`src/rtl/core/ifr_pkg.sv`:
```
// shared constants, codes and controller/datapath types of the integer field formatter
package ifr_pkg;

    // field width limit and derived counter sizes
    localparam int MAX_WIDTH = 63;
    localparam int CNT_W     = $clog2(MAX_WIDTH + 1);
    localparam int CMP_W     = 9;
    localparam int DIG_N     = 11;
    localparam int DIG_IW    = $clog2(DIG_N);
    localparam int ND_W      = $clog2(DIG_N + 1);

    typedef logic [CNT_W-1:0]  t_cnt;
    typedef logic [DIG_IW-1:0] t_dig_idx;
    typedef logic [ND_W-1:0]   t_nd;

    // conversion kinds
    localparam logic [2:0] OP_SDEC = 3'd0;
    localparam logic [2:0] OP_UDEC = 3'd1;
    localparam logic [2:0] OP_HEX  = 3'd2;
    localparam logic [2:0] OP_OCT  = 3'd3;
    localparam logic [2:0] OP_CHAR = 3'd4;

    // flag bit positions
    localparam int FL_LEFT  = 0;
    localparam int FL_PLUS  = 1;
    localparam int FL_SPACE = 2;
    localparam int FL_ALT   = 3;
    localparam int FL_ZERO  = 4;

    // ascii codes
    localparam logic [7:0] CH_SPACE = 8'h20;
    localparam logic [7:0] CH_ZERO  = 8'h30;
    localparam logic [7:0] CH_A     = 8'h61;
    localparam logic [7:0] CH_MINUS = 8'h2d;
    localparam logic [7:0] CH_PLUS  = 8'h2b;
    localparam logic [7:0] CH_X     = 8'h78;

    // reciprocal of ten, exact for every 32-bit value with a shift of 35
    localparam logic [31:0] RECIP10     = 32'hCCCC_CCCD;
    localparam int          RECIP_SHIFT = 35;
    localparam logic [31:0] SIGN_BIT    = 32'h8000_0000;

    typedef enum logic [2:0] {
        ST_IDLE,
        ST_CONV,
        ST_SETUP,
        ST_LEAD,
        ST_PREFIX,
        ST_ZPAD,
        ST_DIGIT,
        ST_TRAIL
    } t_state;

    typedef enum logic [1:0] {
        CS_NONE,
        CS_PAD,
        CS_NP,
        CS_ND
    } t_cnt_sel;

    typedef enum logic [1:0] {
        CHR_SPACE,
        CHR_PRE,
        CHR_ZERO,
        CHR_DIG
    } t_chr_sel;

    // controller to datapath
    typedef struct packed {
        logic     load;
        logic     conv;
        logic     emit;
        logic     last;
        t_cnt_sel cnt_sel;
        t_chr_sel chr_sel;
    } t_cmd;

    // datapath to controller
    typedef struct packed {
        logic op_bad;
        logic conv_done;
        logic lead_en;
        logic np_nz;
        logic zpad_en;
        logic trail_en;
        logic cnt_one;
        logic slot_free;
    } t_sts;

endpackage

```
`src/rtl/core/ifr_ctrl.sv`:
```
// controller: sequences extraction, setup and the output phases of one request
module ifr_ctrl (
    input  logic          i_clk,
    input  logic          i_rst_n,
    input  logic          i_in_valid,
    output logic          o_in_ready,
    input  ifr_pkg::t_sts i_sts,
    output ifr_pkg::t_cmd o_cmd
);
    import ifr_pkg::*;

    t_state r_state, n_state;
    logic   step;

    assign step = i_sts.slot_free && i_sts.cnt_one;

    always_ff @(posedge i_clk) begin
        if (!i_rst_n) begin
            r_state <= ST_IDLE;
        end else begin
            r_state <= n_state;
        end
    end

    // next state
    always_comb begin
        n_state = r_state;
        unique case (r_state)
            ST_IDLE: begin
                if (i_in_valid) n_state = ST_CONV;
            end
            ST_CONV: begin
                if (i_sts.op_bad) n_state = ST_IDLE;
                else if (i_sts.conv_done) n_state = ST_SETUP;
            end
            ST_SETUP: begin
                priority if (i_sts.lead_en) n_state = ST_LEAD;
                else if (i_sts.np_nz) n_state = ST_PREFIX;
                else if (i_sts.zpad_en) n_state = ST_ZPAD;
                else n_state = ST_DIGIT;
            end
            ST_LEAD: begin
                if (step) n_state = i_sts.np_nz ? ST_PREFIX : ST_DIGIT;
            end
            ST_PREFIX: begin
                if (step) n_state = i_sts.zpad_en ? ST_ZPAD : ST_DIGIT;
            end
            ST_ZPAD: begin
                if (step) n_state = ST_DIGIT;
            end
            ST_DIGIT: begin
                if (step) n_state = i_sts.trail_en ? ST_TRAIL : ST_IDLE;
            end
            ST_TRAIL: begin
                if (step) n_state = ST_IDLE;
            end
        endcase
    end

    // commands
    always_comb begin
        o_in_ready    = r_state == ST_IDLE;
        o_cmd.load    = (r_state == ST_IDLE) && i_in_valid;
        o_cmd.conv    = (r_state == ST_CONV) && !i_sts.op_bad;
        o_cmd.emit    = 1'b0;
        o_cmd.last    = 1'b0;
        o_cmd.chr_sel = CHR_SPACE;
        unique case (r_state)
            ST_LEAD: begin
                o_cmd.emit = 1'b1;
            end
            ST_PREFIX: begin
                o_cmd.emit    = 1'b1;
                o_cmd.chr_sel = CHR_PRE;
            end
            ST_ZPAD: begin
                o_cmd.emit    = 1'b1;
                o_cmd.chr_sel = CHR_ZERO;
            end
            ST_DIGIT: begin
                o_cmd.emit    = 1'b1;
                o_cmd.chr_sel = CHR_DIG;
                o_cmd.last    = i_sts.cnt_one && !i_sts.trail_en;
            end
            ST_TRAIL: begin
                o_cmd.emit = 1'b1;
                o_cmd.last = i_sts.cnt_one;
            end
            default: begin
            end
        endcase
        // counter load on entry to a phase
        o_cmd.cnt_sel = CS_NONE;
        if (n_state != r_state) begin
            unique case (n_state)
                ST_LEAD, ST_ZPAD, ST_TRAIL: o_cmd.cnt_sel = CS_PAD;
                ST_PREFIX:                  o_cmd.cnt_sel = CS_NP;
                ST_DIGIT:                   o_cmd.cnt_sel = CS_ND;
                default:                    o_cmd.cnt_sel = CS_NONE;
            endcase
        end
    end

`ifndef SYNTH
    a_last_idle: assert property (@(posedge i_clk) disable iff (!i_rst_n)
        (o_cmd.emit && o_cmd.last && i_sts.slot_free) |=> r_state == ST_IDLE)
        else $error("controller busy after last item");
`endif
endmodule

```
`config.mk`:
```
export PLATFORM = sky130hd
export DESIGN_NAME = ifr_ctrl
export DESIGN_NICKNAME = d
export VERILOG_FILES = /design/src/rtl/core/ifr_pkg.sv /design/src/rtl/core/ifr_ctrl.sv
export SDC_FILE = /design/constraint.sdc
export NUM_CORES = 1
export LEC_CHECK = 0
export BUFFER_PORTS_ARGS = -buffer_cell sky130_fd_sc_hd__buf_4
export CAP_MARGIN = 20
export CORE_AREA = 2 2 39 41
export DETAILED_ROUTE_END_ITERATION = 12
export DIE_AREA = 0 0 41 43
export PLACE_DENSITY = 0.66
export SYNTH_ARGS = -nofsm -noshare
export SYNTH_HDL_FRONTEND = slang
export SYNTH_SLANG_ARGS = --single-unit
```
`constraint.sdc`:
```
create_clock -name i_clk -period 4.39 [get_ports i_clk]
set_input_delay 0.2195 -clock i_clk [delete_from_list [all_inputs] [get_ports i_clk]]
set_output_delay 0.2195 -clock i_clk [all_outputs]
set_load 0.05 [all_outputs]
```
After elaboration in Yosys (flattened, before gate mapping)
Cells that the tools add are included.
{ "word_totals": {"latch_bits": 0, "ramBits": 0, "ff_bits": 3, "romBits": 0, "inputBits": 11, "elab_cells": 42, "n_memories": 0, "output_inout_bits": 9} }
{ "op_classes": {"n_eq_ne": 13, "n_div": 0, "multipliers": 0, "bitwise_logic": 0, "reduce_logical": 9, "order_cmp": 0, "addsub": 0, "n_mux": 19, "shifts": 0} }
{ "ops": {"columns": ["operator", "n"], "rows": [
  ["$mux W3", 10],
  ["$eq A3 B3 Y1 const B", 8],
  ["$pmux W3 S8", 1],
  ["$pmux W2 S3", 2],
  ["$eq A3 B2 Y1 const B", 3],
  ["$mux W2", 4],
  ["$reduce_or A5 Y1", 1],
  ["$logic_and A1 B1 Y1", 4],
  ["$eq A3 B1 Y1 const B", 1],
  ["$logic_not A3 Y1", 1],
  ["$ne A3 B3 Y1", 1],
  ["$reduce_or A3 Y1", 1],
  ["$logic_not A1 Y1", 2],
  ["$pmux W1 S2", 1],
  ["$mux W1", 1]
]} }

Logic depth before layout (Yosys ltp)
Gate-level depths: netlist of run 1.
{ "depth": {"depth_word": 8, "ltp_mapped": 6, "ltp_nobuf": 5} }

Worst setup path before layout of run 1
Ideal clock, no wire load.
{ "synth_timing": {"path_kind": "reg-to-output", "start": "register r_state[1]", "end": "output o_cmd[2] (netlist name)", "path_buffers": 1, "t_arrival_ns": 3.661, "required_time_ns": 4.171, "path_stages_with_launch": 7, "path_slack_ns": 0.509, "cell_sequence": "dfxtp_1 > clkbuf_1 > nor3_1 > and2_1 > nand4bb_2 > o32ai_1 > nor3_1"} }
{ "synth_lines": {"columns": ["element", "line_no", "source"], "rows": [
  ["start, declared", "ifr_ctrl.sv:12", "t_state r_state, n_state;"],
  ["start signal, assigned", "ifr_ctrl.sv:21", "r_state <= n_state;"],
  ["end, declared", "ifr_ctrl.sv:8", "output ifr_pkg::t_cmd o_cmd"]
]} }

==> results of run 1 <==
[worst paths after layout]
path                                  from    endpoint  slack [ns]  cells past startpoint
worst min-delay path               i_rst_n  r_state[1]        0.20                      2
worst max register to register  r_state[0]  r_state[0]        2.66                      4
worst min register to register  r_state[1]  r_state[2]        0.91                      3
worst max-delay path            r_state[0]    o_cmd[3]        1.81                      6
[routing by layer]
metal	track usage (%)	wire length, µm	vias up
met3	3.14	79	2
met1	17.6	463	206
met2	17.5	465	16
met5	0	0	-
li1	-	-	239
met4	10.0	17	0
[worst max-delay path: stages, from the launching register on]
cell and delay [ns]:
sky130_fd_sc_hd__dfxtp_1 0.63, sky130_fd_sc_hd__or4b_4 0.54, sky130_fd_sc_hd__o32ai_1 0.16, sky130_fd_sc_hd__or2_1 0.15, sky130_fd_sc_hd__a21oi_1 0.06, sky130_fd_sc_hd__nor4b_1 0.32
sky130_fd_sc_hd__buf_4 0.26
[logic make-up (layout without fill, tap and decap cells)]
kind of cell | Yosys count | count (layout) | synth area share (%)
AND/OR/NAND/NOR | 29 | 29 | 46.8
AO/OA/AOI/OAI | 14 | 14 | 26.5
buffers and inverters | 6 | 26 | 6.13
flip-flops | 3 | 3 | 15.5
XOR/XNOR | 1 | 1 | 2.26
multiplexers | 1 | 1 | 2.90
[final cells by class]
| class | instances | area (µm²) |
|---|---|---|
| flip-flops and latches | 3 | 60.1 |
| fillers | 160 | 820 |
| clock buffers | 4 | 26.3 |
| well taps | 16 | 20.0 |
| inverters | 3 | 11.3 |
| repair buffers | 19 | 143 |
| multi-input cells | 45 | 304 |
[power breakdown]
| part | internal (µW) | switching, µW |
|---|---|---|
| clock | 34.1 | 15.0 |
| combinational | 22.4 | 29.2 |
| sequential | 29.0 | 5.55 |
| total | 85.4 | 49.7 |
[cell usage after synthesis, drive strengths merged]
library cell,instances,share of area [%]
buf,1,1.3
or3,1,1.6
o32ai,2,4.5
o21ai,3,3.9
or2,1,1.6
clkbuf,2,1.9
nand4bb,1,4.2
a22o,1,2.3
nand2,3,2.9
and2,6,9.7
nand4,1,1.6
mux2,1,2.9
xor2,1,2.3
inv,3,2.9
nand2b,1,1.6
nor2,2,1.9
dfxtp,3,15
or4b,1,3.5
a21oi,3,3.9
o311a,1,2.6
o211ai,1,1.9
o22ai,1,3.2
nor2b,5,8.1
o311ai,1,2.3
nand3,4,5.2
a21o,1,1.9
nor3,2,2.6
nor4b,1,2.3
[through the flow]
stage	hold slack, ns	util [%]	std cells	total power, µW	cell area [µm²]
after CTS	0.191	40.8	90	138	564
after detailed placement	0.438	38.9	86	86.5	538
after global placement	0.444	38.9	86	86.2	538
final	0.199	40.8	90	135	564
after floorplan	0.341	-	54	68.0	388
after global routing	0.193	40.8	90	146	564
==> summary.md, run 1 <==
| Metric | Value |
|---|---|
| Status | `complete, no violations` |
| PostCTS Resize Cnt | `0` |
| Buffers from clock root to sink, at most | `2` |
| Relative slew slack | `66.2%` |
| Tcrit/Tclk final | `58.7%` |
| Most common cell after layout, fill and taps aside | `sky130_fd_sc_hd__buf_4` |
| Ant diodes | `0` |
| Largest net degree at the start of global routing | `18` |
| Top reg by flops | `r_state` |
| Syn Nets | `65` |
| Post-route ant nets | `0` |
| Total negative setup slack | `0 ns` |
| Proportion of synthesized chip area in sequential cells | `15.5%` |
| Kind of critical path | `flop to output port` |
| Die width | `41 µm` |
| Total Wirelength | `1030 µm` |
| Least setup slack across all paths after layout | `1.81 ns` |
| Type of destination of the critical path | `output port` |
| Proportion of layout cells with a drive suffix above 1 | `35.1%` |
| Maximum fanout along the worst path | `17` |
| Post-DP HPWL | `767 µm` |
| DRC violations left | `0` |
| Transition time of the tightest slew-check pin | `0.506 ns` |
| Area growth from synthesis to layout | `45.5%` |
| Final weighted congestion in routability-driven placement | `0.771` |
| Gate count after technology mapping | `54` |
| First-pass GRT wire length | `1550 µm` |
| Routed vias/inst | `5.14` |
| Average detailed-routed wire length per instance | `11.4 µm` |
| Site row count | `14` |
| Core Footprint | `1380 µm²` |
| Post-CTS Repair Setup Buffers | `0` |
| Final Setup Violations | `0` |
| Highest clock rate | `0.388 GHz` |
| TritonCTS clock tree | `done` |
| Cell Pwr Density | `239 nW/µm²` |
| Number of DRC violations after detailed-routing iteration 0 | `11` |
| Max-Cap Viols | `0` |
| Starting density of the core | `28.0%` |
| IO Pins | `20` |
| Die area | `1760 µm²` |
| Number of buffers inserted during clock tree synthesis | `3` |
| Flip-flop and latch count after synthesis | `3` |
| Total grt overflow | `0` |
| Synth Cell Area | `388 µm²` |
| Maximum vdd drop | `0.101 mV` |
| Type of element launching the critical path | `flop` |
| Number of synthesis warnings | `0` |
| Clock sink count | `3` |
| Vertical extent of the die | `43 µm` |
| Shortest clock period the worst path allows after layout | `2.58 ns` |
| Number of global-route vias before repair | `382` |
| Highest-count cells in the layout ignoring fill and taps | `19 x sky130_fd_sc_hd__buf_4, 6 x sky130_fd_sc_hd__and2_1, 5 x sky130_fd_sc_hd__nor2b_1` |
| Distinct cell type count after synthesis | `28` |
| Number of buffers added to fix hold violations after cts | `0` |
| Initial DRT Pass Iterations | `4` |
| Cell at the root of the clock tree | `sky130_fd_sc_hd__clkbuf_4` |
| Post-CTS clock slew at the launch and capture registers of the worst setup and hold paths | `0.04 ns` |
| Final Hold Fails | `0` |
| Net count reported at finish | `86` |
| Average cell area after synthesis | `7.18 µm²` |
| Max-slew violation count | `0` |
| Flip-flop count of the largest register, all copies and words added | `3` |
| Crit path DAT | `2.36 ns` |
| Worst hold-check path type | `input pin to flop` |
| Endpoint required time on the critical path | `4.17 ns` |
| Total via count in the routed design | `463` |
| Max Clock Skew | `0.0000290 ns` |
| Leading registers by flop count | `r_state: 3 flops` |
| H-tree levels | `1` |
| Unrepaired setup endpoints after global routing | `no` |
| Clk Latency, worst-skew pair | `0.23 ns` |
| Post-place setup slack | `2.07 ns` |
| Overall fraction of global-route tracks in use | `13.2%` |
| Static power due to leakage | `0.000269 µW` |
| Initial antenna violation count | `0` |
| Number of buffer cells added on primary ports | `19` |
Power figures use the tool's default switching activity.
==> run 2: changes to the inputs <==
--- a/config.mk
+++ b/config.mk
@@ -10,7 +10,7 @@
 export CORE_AREA = 2 2 39 41
 export DETAILED_ROUTE_END_ITERATION = 12
 export DIE_AREA = 0 0 41 43
-export PLACE_DENSITY = 0.66
+export PLACE_DENSITY = 0.68
 export SYNTH_ARGS = -nofsm -noshare
 export SYNTH_HDL_FRONTEND = slang
 export SYNTH_SLANG_ARGS = --single-unit
==> constraint.sdc (replaced) <==
create_clock -name i_clk -period 2.24 [get_ports i_clk]
set_input_delay 0.112 -clock i_clk [delete_from_list [all_inputs] [get_ports i_clk]]
set_output_delay 0.112 -clock i_clk [all_outputs]
set_load 0.05 [all_outputs]
==> summary.md, run 2 (synthesis results as in run 1) <==
| Metric | Value |
|---|---|
| Post-Layout Inst Area | `637 µm²` |
| H-tree levels | `1` |
| Overall power after layout | `281 µW` |
| DRC violations left | `0` |
| Initial antenna violation count | `0` |
| Overall fraction of global-route tracks in use | `12.9%` |
| Final weighted congestion in routability-driven placement | `0.762` |
| Total Wirelength | `1060 µm` |
| Clk Latency, worst-skew pair | `0.23 ns` |
| Final Setup Violations | `0` |
| Highest-count cells in the layout ignoring fill and taps | `23 x sky130_fd_sc_hd__buf_4, 5 x sky130_fd_sc_hd__and2_1, 4 x sky130_fd_sc_hd__nor2b_1, 4 x sky130_fd_sc_hd__nand3_1` |
| IO Pins | `20` |
| Number of global-route vias before repair | `407` |
| Total via count in the routed design | `471` |
| Worst hold-check path type | `input pin to flop` |
| Post-CTS Repair Setup Buffers | `0` |
| Shortest clock period the worst path allows after layout | `2.12 ns` |
| Average detailed-routed wire length per instance | `11.3 µm` |
| Endpoint required time on the critical path | `2.13 ns` |
| Largest net degree at the start of global routing | `13` |
| Post-route ant nets | `0` |
| Total negative setup slack | `0 ns` |
| Number of buffers inserted during clock tree synthesis | `3` |
| Ant diodes | `0` |
| Status | `complete, no violations` |
| Kind of critical path | `flop to output port` |
| Number of stages on the worst hold path | `2` |
| First-pass GRT wire length | `1550 µm` |
| Routed vias/inst | `5.01` |
| Total grt overflow | `0` |
| Relative slew slack | `71.1%` |
| Maximum vdd drop | `0.262 mV` |
| Highest clock rate | `0.472 GHz` |
| Flip-flop count of the largest register, all copies and words added | `3` |
| Type of element launching the critical path | `flop` |
| Die area | `1760 µm²` |
| Initial DRT Pass Iterations | `2` |
| Number of buffer cells added on primary ports | `19` |
| Logic depth of the worst register-to-register path | `4` |
| Tcrit/Tclk final | `94.6%` |
| Cell at the root of the clock tree | `sky130_fd_sc_hd__clkbuf_4` |
| DP Area | `609 µm²` |
| Vertical extent of the die | `43 µm` |
| Cell Pwr Density | `442 nW/µm²` |
| Core Footprint | `1380 µm²` |
| Area growth from synthesis to layout | `64.2%` |
| Max-slew violation count | `0` |
| Max Clock Skew | `0.00123 ns` |
| Post-place setup slack | `0.258 ns` |
| Proportion of layout cells with a drive suffix above 1 | `46.2%` |
| Net count reported at finish | `90` |
| Least setup slack across all paths after layout | `0.120 ns` |
| Crit path DAT | `2.01 ns` |
| Max-Cap Viols | `0` |
| Starting density of the core | `28.0%` |
| Unrepaired setup endpoints after global routing | `no` |
| Top reg by flops | `r_state` |
| Die width | `41 µm` |
| Clock sink count | `3` |
| Transition time of the tightest slew-check pin | `0.429 ns` |
| Maximum fanout along the worst path | `12` |
| Final Hold Fails | `0` |
| Number of DRC violations after detailed-routing iteration 0 | `3` |
| TritonCTS clock tree | `done` |
| Static power due to leakage | `0.000297 µW` |
| Post-CTS clock slew at the launch and capture registers of the worst setup and hold paths | `0.04 ns` |
| Site row count | `14` |
| Most common cell after layout, fill and taps aside | `sky130_fd_sc_hd__buf_4` |
| Post-DP HPWL | `848 µm` |
| Buffers from clock root to sink, at most | `2` |
| Leading registers by flop count | `r_state: 3 flops` |
| Type of destination of the critical path | `output port` |
## run 2: stage by stage
stage,hold WS (ns),util (%),instances
after floorplan,0.234,-,54
after global placement,0.335,44.0,90
after detailed placement,0.336,44.0,90
after CTS,0.0904,46.0,94
after global routing,0.0904,46.0,94
final,0.0979,46.0,94
## run 2: worst paths after layout
kind	end	slack, ns	from
min	r_state[1]	0.1	i_rst_n
max	o_cmd[3]	0.12	r_state[1]
max reg2reg	r_state[1]	0.69	r_state[0]
min reg2reg	r_state[2]	0.86	r_state[1]
## run 2: area by class of cell
cell class,instances,area (µm²)
multi-input cells,45,345
inverters,3,11.3
fillers,143,747
flip-flops and latches,3,61.3
repair buffers,23,173
well taps,16,20.0
clock buffers,4,26.3
## run 2: repair_timing
action | 4_1_cts | 5_1_grt
hold buffers | 0 | 0
setup endpoints to repair | 1 | 0
gates resized for setup | 1 | 0
## run 2: critical path, stage by stage, from the launching register on
cell and delay [ns]:
sky130_fd_sc_hd__dfxtp_2 0.38, sky130_fd_sc_hd__or4b_4 0.57, sky130_fd_sc_hd__o32ai_1 0.14, sky130_fd_sc_hd__or2_1 0.14, sky130_fd_sc_hd__a21oi_1 0.09, sky130_fd_sc_hd__nor4b_4 0.22, sky130_fd_sc_hd__buf_4 0.23
## run 2: where the power goes
group / total, µW / internal, µW / leakage, µW / switching (µW)
combinational: 125 / 54.2 / 0.000257 / 70.5
clock: 93.4 / 66.7 / 0.0000150 / 26.7
sequential: 63.1 / 56.9 / 0.0000250 / 6.19
## run 2: metal layers
| metal | wire length (µm) | global-route usage [%] | part of all wire (%) |
|---|---|---|---|
| met1 | 481 | 15.9 | 45 |
| met3 | 70 | 3.14 | 6.6 |
| met5 | 0 | 0 | 0 |
| met4 | 0 | 6.00 | 0 |
| met2 | 506 | 20.0 | 48 |
==> run 3: changes to the inputs <==
--- a/config.mk
+++ b/config.mk
@@ -10,7 +10,7 @@
 export CORE_AREA = 2 2 39 41
 export DETAILED_ROUTE_END_ITERATION = 12
 export DIE_AREA = 0 0 41 43
-export PLACE_DENSITY = 0.68
+export PLACE_DENSITY = 0.66
 export SYNTH_ARGS = -nofsm -noshare
 export SYNTH_HDL_FRONTEND = slang
 export SYNTH_SLANG_ARGS = --single-unit
==> constraint.sdc (replaced) <==
create_clock -name i_clk -period 2.5 [get_ports i_clk]
set_input_delay 0.125 -clock i_clk [delete_from_list [all_inputs] [get_ports i_clk]]
set_output_delay 0.125 -clock i_clk [all_outputs]
set_load 0.05 [all_outputs]
==> summary.md, run 3 (synthesis results as in run 1) <==
| Metric | Value |
|---|---|
| Status | `complete, no violations` |
| Maximum fanout along the worst path | `12` |
| Internal power | `153 µW` |
| Clk Latency, worst-skew pair | `0.23 ns` |
| Cell Pwr Density | `410 nW/µm²` |
| Number of global-route vias before repair | `395` |
| Endpoint required time on the critical path | `2.38 ns` |
| First-pass GRT wire length | `1530 µm` |
| H-tree levels | `1` |
| Proportion of total power due to net switching | `36.7%` |
| Critical register-to-register path endpoint | `r_state[0]` |
| Transition time of the tightest slew-check pin | `0.446 ns` |
| Proportion of layout cells with a drive suffix above 1 | `40.0%` |
| Routed vias/inst | `4.99` |
| Start point of the critical path | `r_state[1]` |
| Leading registers by flop count | `r_state: 3 flops` |
| Relative slew slack | `69.9%` |
| Clock sink count | `3` |
| Net count reported at finish | `87` |
| Max-Cap Viols | `0` |
| Number of buffer cells added on primary ports | `19` |
| Initial DRT Pass Iterations | `2` |
| Number of buffers inserted during clock tree synthesis | `3` |
| Kind of critical path | `flop to output port` |
| Overall power after layout | `241 µW` |
| Post-route ant nets | `0` |
| Shortest clock period the worst path allows after layout | `2.29 ns` |
| Post-CTS Repair Setup Buffers | `0` |
| Post-CTS clock slew at the launch and capture registers of the worst setup and hold paths | `0.04 ns` |
| Buffers from clock root to sink, at most | `2` |
| IO Pins | `20` |
| Tcrit/Tclk final | `91.4%` |
| Most common cell after layout, fill and taps aside | `sky130_fd_sc_hd__buf_4` |
| Number of DRC violations after detailed-routing iteration 0 | `2` |
| Ant diodes | `0` |
| Final weighted congestion in routability-driven placement | `0.775` |
| Uppermost layer routed | `met4` |
| Static power due to leakage | `0.000279 µW` |
| Startpoint of the lowest-slack register-to-register path | `r_state[1]` |
| Fillers | `155` |
| Worst setup path end | `o_cmd[2]` |
| Flip-flop count of the largest register, all copies and words added | `3` |
| Site row count | `14` |
| Minimum setup slack among reg-to-reg paths | `0.87 ns` |
| Worst hold-check path type | `input pin to flop` |
| Number of buffers added to fix hold violations after cts | `0` |
| Max-slew violation count | `0` |
| TritonCTS clock tree | `done` |
| Combinational share of power | `42.2%` |
| Type of destination of the critical path | `output port` |
| Type of element launching the critical path | `flop` |
| Relative contribution of the clock network to total power | `35.1%` |
| Overall fraction of global-route tracks in use | `12.9%` |
| Sequential fraction of design power | `22.6%` |
| PostCTS Resize Cnt | `0` |
| Met1 layer wirelength in the final routing | `462 µm` |
| Vertical extent of the die | `43 µm` |
| Top reg by flops | `r_state` |
| Core Footprint | `1380 µm²` |
| Unrepaired setup endpoints after global routing | `no` |
| Met3 routed WL | `67 µm` |
| Crit path DAT | `2.16 ns` |
| Total grt overflow | `0` |
| Total Wirelength | `1040 µm` |
| Average detailed-routed wire length per instance | `11.4 µm` |
| Highest clock rate | `0.438 GHz` |
| Largest net degree at the start of global routing | `17` |
| Max Clock Skew | `0.000134 ns` |
| Highest-count cells in the layout ignoring fill and taps | `20 x sky130_fd_sc_hd__buf_4, 6 x sky130_fd_sc_hd__and2_1, 5 x sky130_fd_sc_hd__nor2b_1` |
| Total met2 wirelength after detailed routing | `492 µm` |
| Total negative setup slack | `0 ns` |
| Area growth from synthesis to layout | `51.6%` |
| Maximum vdd drop | `0.283 mV` |
| Post-DP HPWL | `795 µm` |
| Die width | `41 µm` |
| Initial antenna violation count | `0` |
| Starting density of the core | `28.0%` |
| Die area | `1760 µm²` |
| Total via count in the routed design | `454` |
| Final Setup Violations | `0` |
| Logic depth of the worst register-to-register path | `4` |
| Final Hold Fails | `0` |
| DRC violations left | `0` |
| Sw power | `88.5 µW` |
| Cell at the root of the clock tree | `sky130_fd_sc_hd__clkbuf_4` |
-- run 3: cell count changes in the layout (fill, tap and decap cells not counted), sizes merged --
cell,previous run,this run
buf,23,20
-- run 3: layout make-up --
class	count	area [µm²]	area share [%]
Inverter	3	11.3	1.91
Clock buffer	4	26.3	4.47
Timing Repair Buffer	20	150	25.5
Sequential cell	3	60.1	10.2
Multi-Input combinational cell	45	320	54.5
Tap cell	16	20.0	3.40
-- run 3: worst max-delay path, stage by stage (launching register included) --
cell and delay (ns):
sky130_fd_sc_hd__dfxtp_1 0.41, sky130_fd_sc_hd__or4b_4 0.60, sky130_fd_sc_hd__o22ai_2 0.24, sky130_fd_sc_hd__nand4bb_2 0.19, sky130_fd_sc_hd__o32ai_1 0.11, sky130_fd_sc_hd__nor3_2 0.16
sky130_fd_sc_hd__buf_4 0.21
-- run 3: worst min path at each step --
stage                        from    endpoint  slack (ns)  cells after the start
after CTS                 i_rst_n  r_state[2]         0.1                      2
final                     i_rst_n  r_state[2]        0.10                      2
after detailed placement  i_rst_n  r_state[2]        0.34                      2
after global placement    i_rst_n  r_state[2]        0.35                      2
after floorplan           i_rst_n  r_state[0]        0.25                      1
after global routing      i_rst_n  r_state[2]        0.11                      2
-- run 3: power by group through the flow --
stage | registers [µW] | clock network, µW | logic, µW
after detailed placement | 55.2 | 0 | 102
after global routing | 55.1 | 92.2 | 110
final | 54.6 | 84.8 | 102
after CTS | 54.5 | 89.6 | 102
after floorplan | 54.4 | 0 | 67.8
after global placement | 55.3 | 0 | 102
-- run 3: routing by layer --
| metal | vias up | GRT usage (%) |
|---|---|---|
| met5 | - | 0 |
| met4 | 0 | 8.00 |
| met3 | 2 | 3.14 |
| met2 | 13 | 18.8 |
| met1 | 199 | 16.3 |
| li1 | 240 | - |
-- run 3: through the flow --
step | hold slack, ns | setup slack (ns) | cells | area (µm²) | utilization (%)
floorplan | 0.247 | -0.413 | 54 | 404 | -
global placement | 0.347 | 0.506 | 87 | 562 | 40.6
detailed placement | 0.343 | 0.460 | 87 | 562 | 40.6
CTS | 0.0981 | 0.192 | 91 | 588 | 42.5
global route | 0.111 | 0.0858 | 91 | 588 | 42.5
finish | 0.104 | 0.215 | 91 | 588 | 42.5
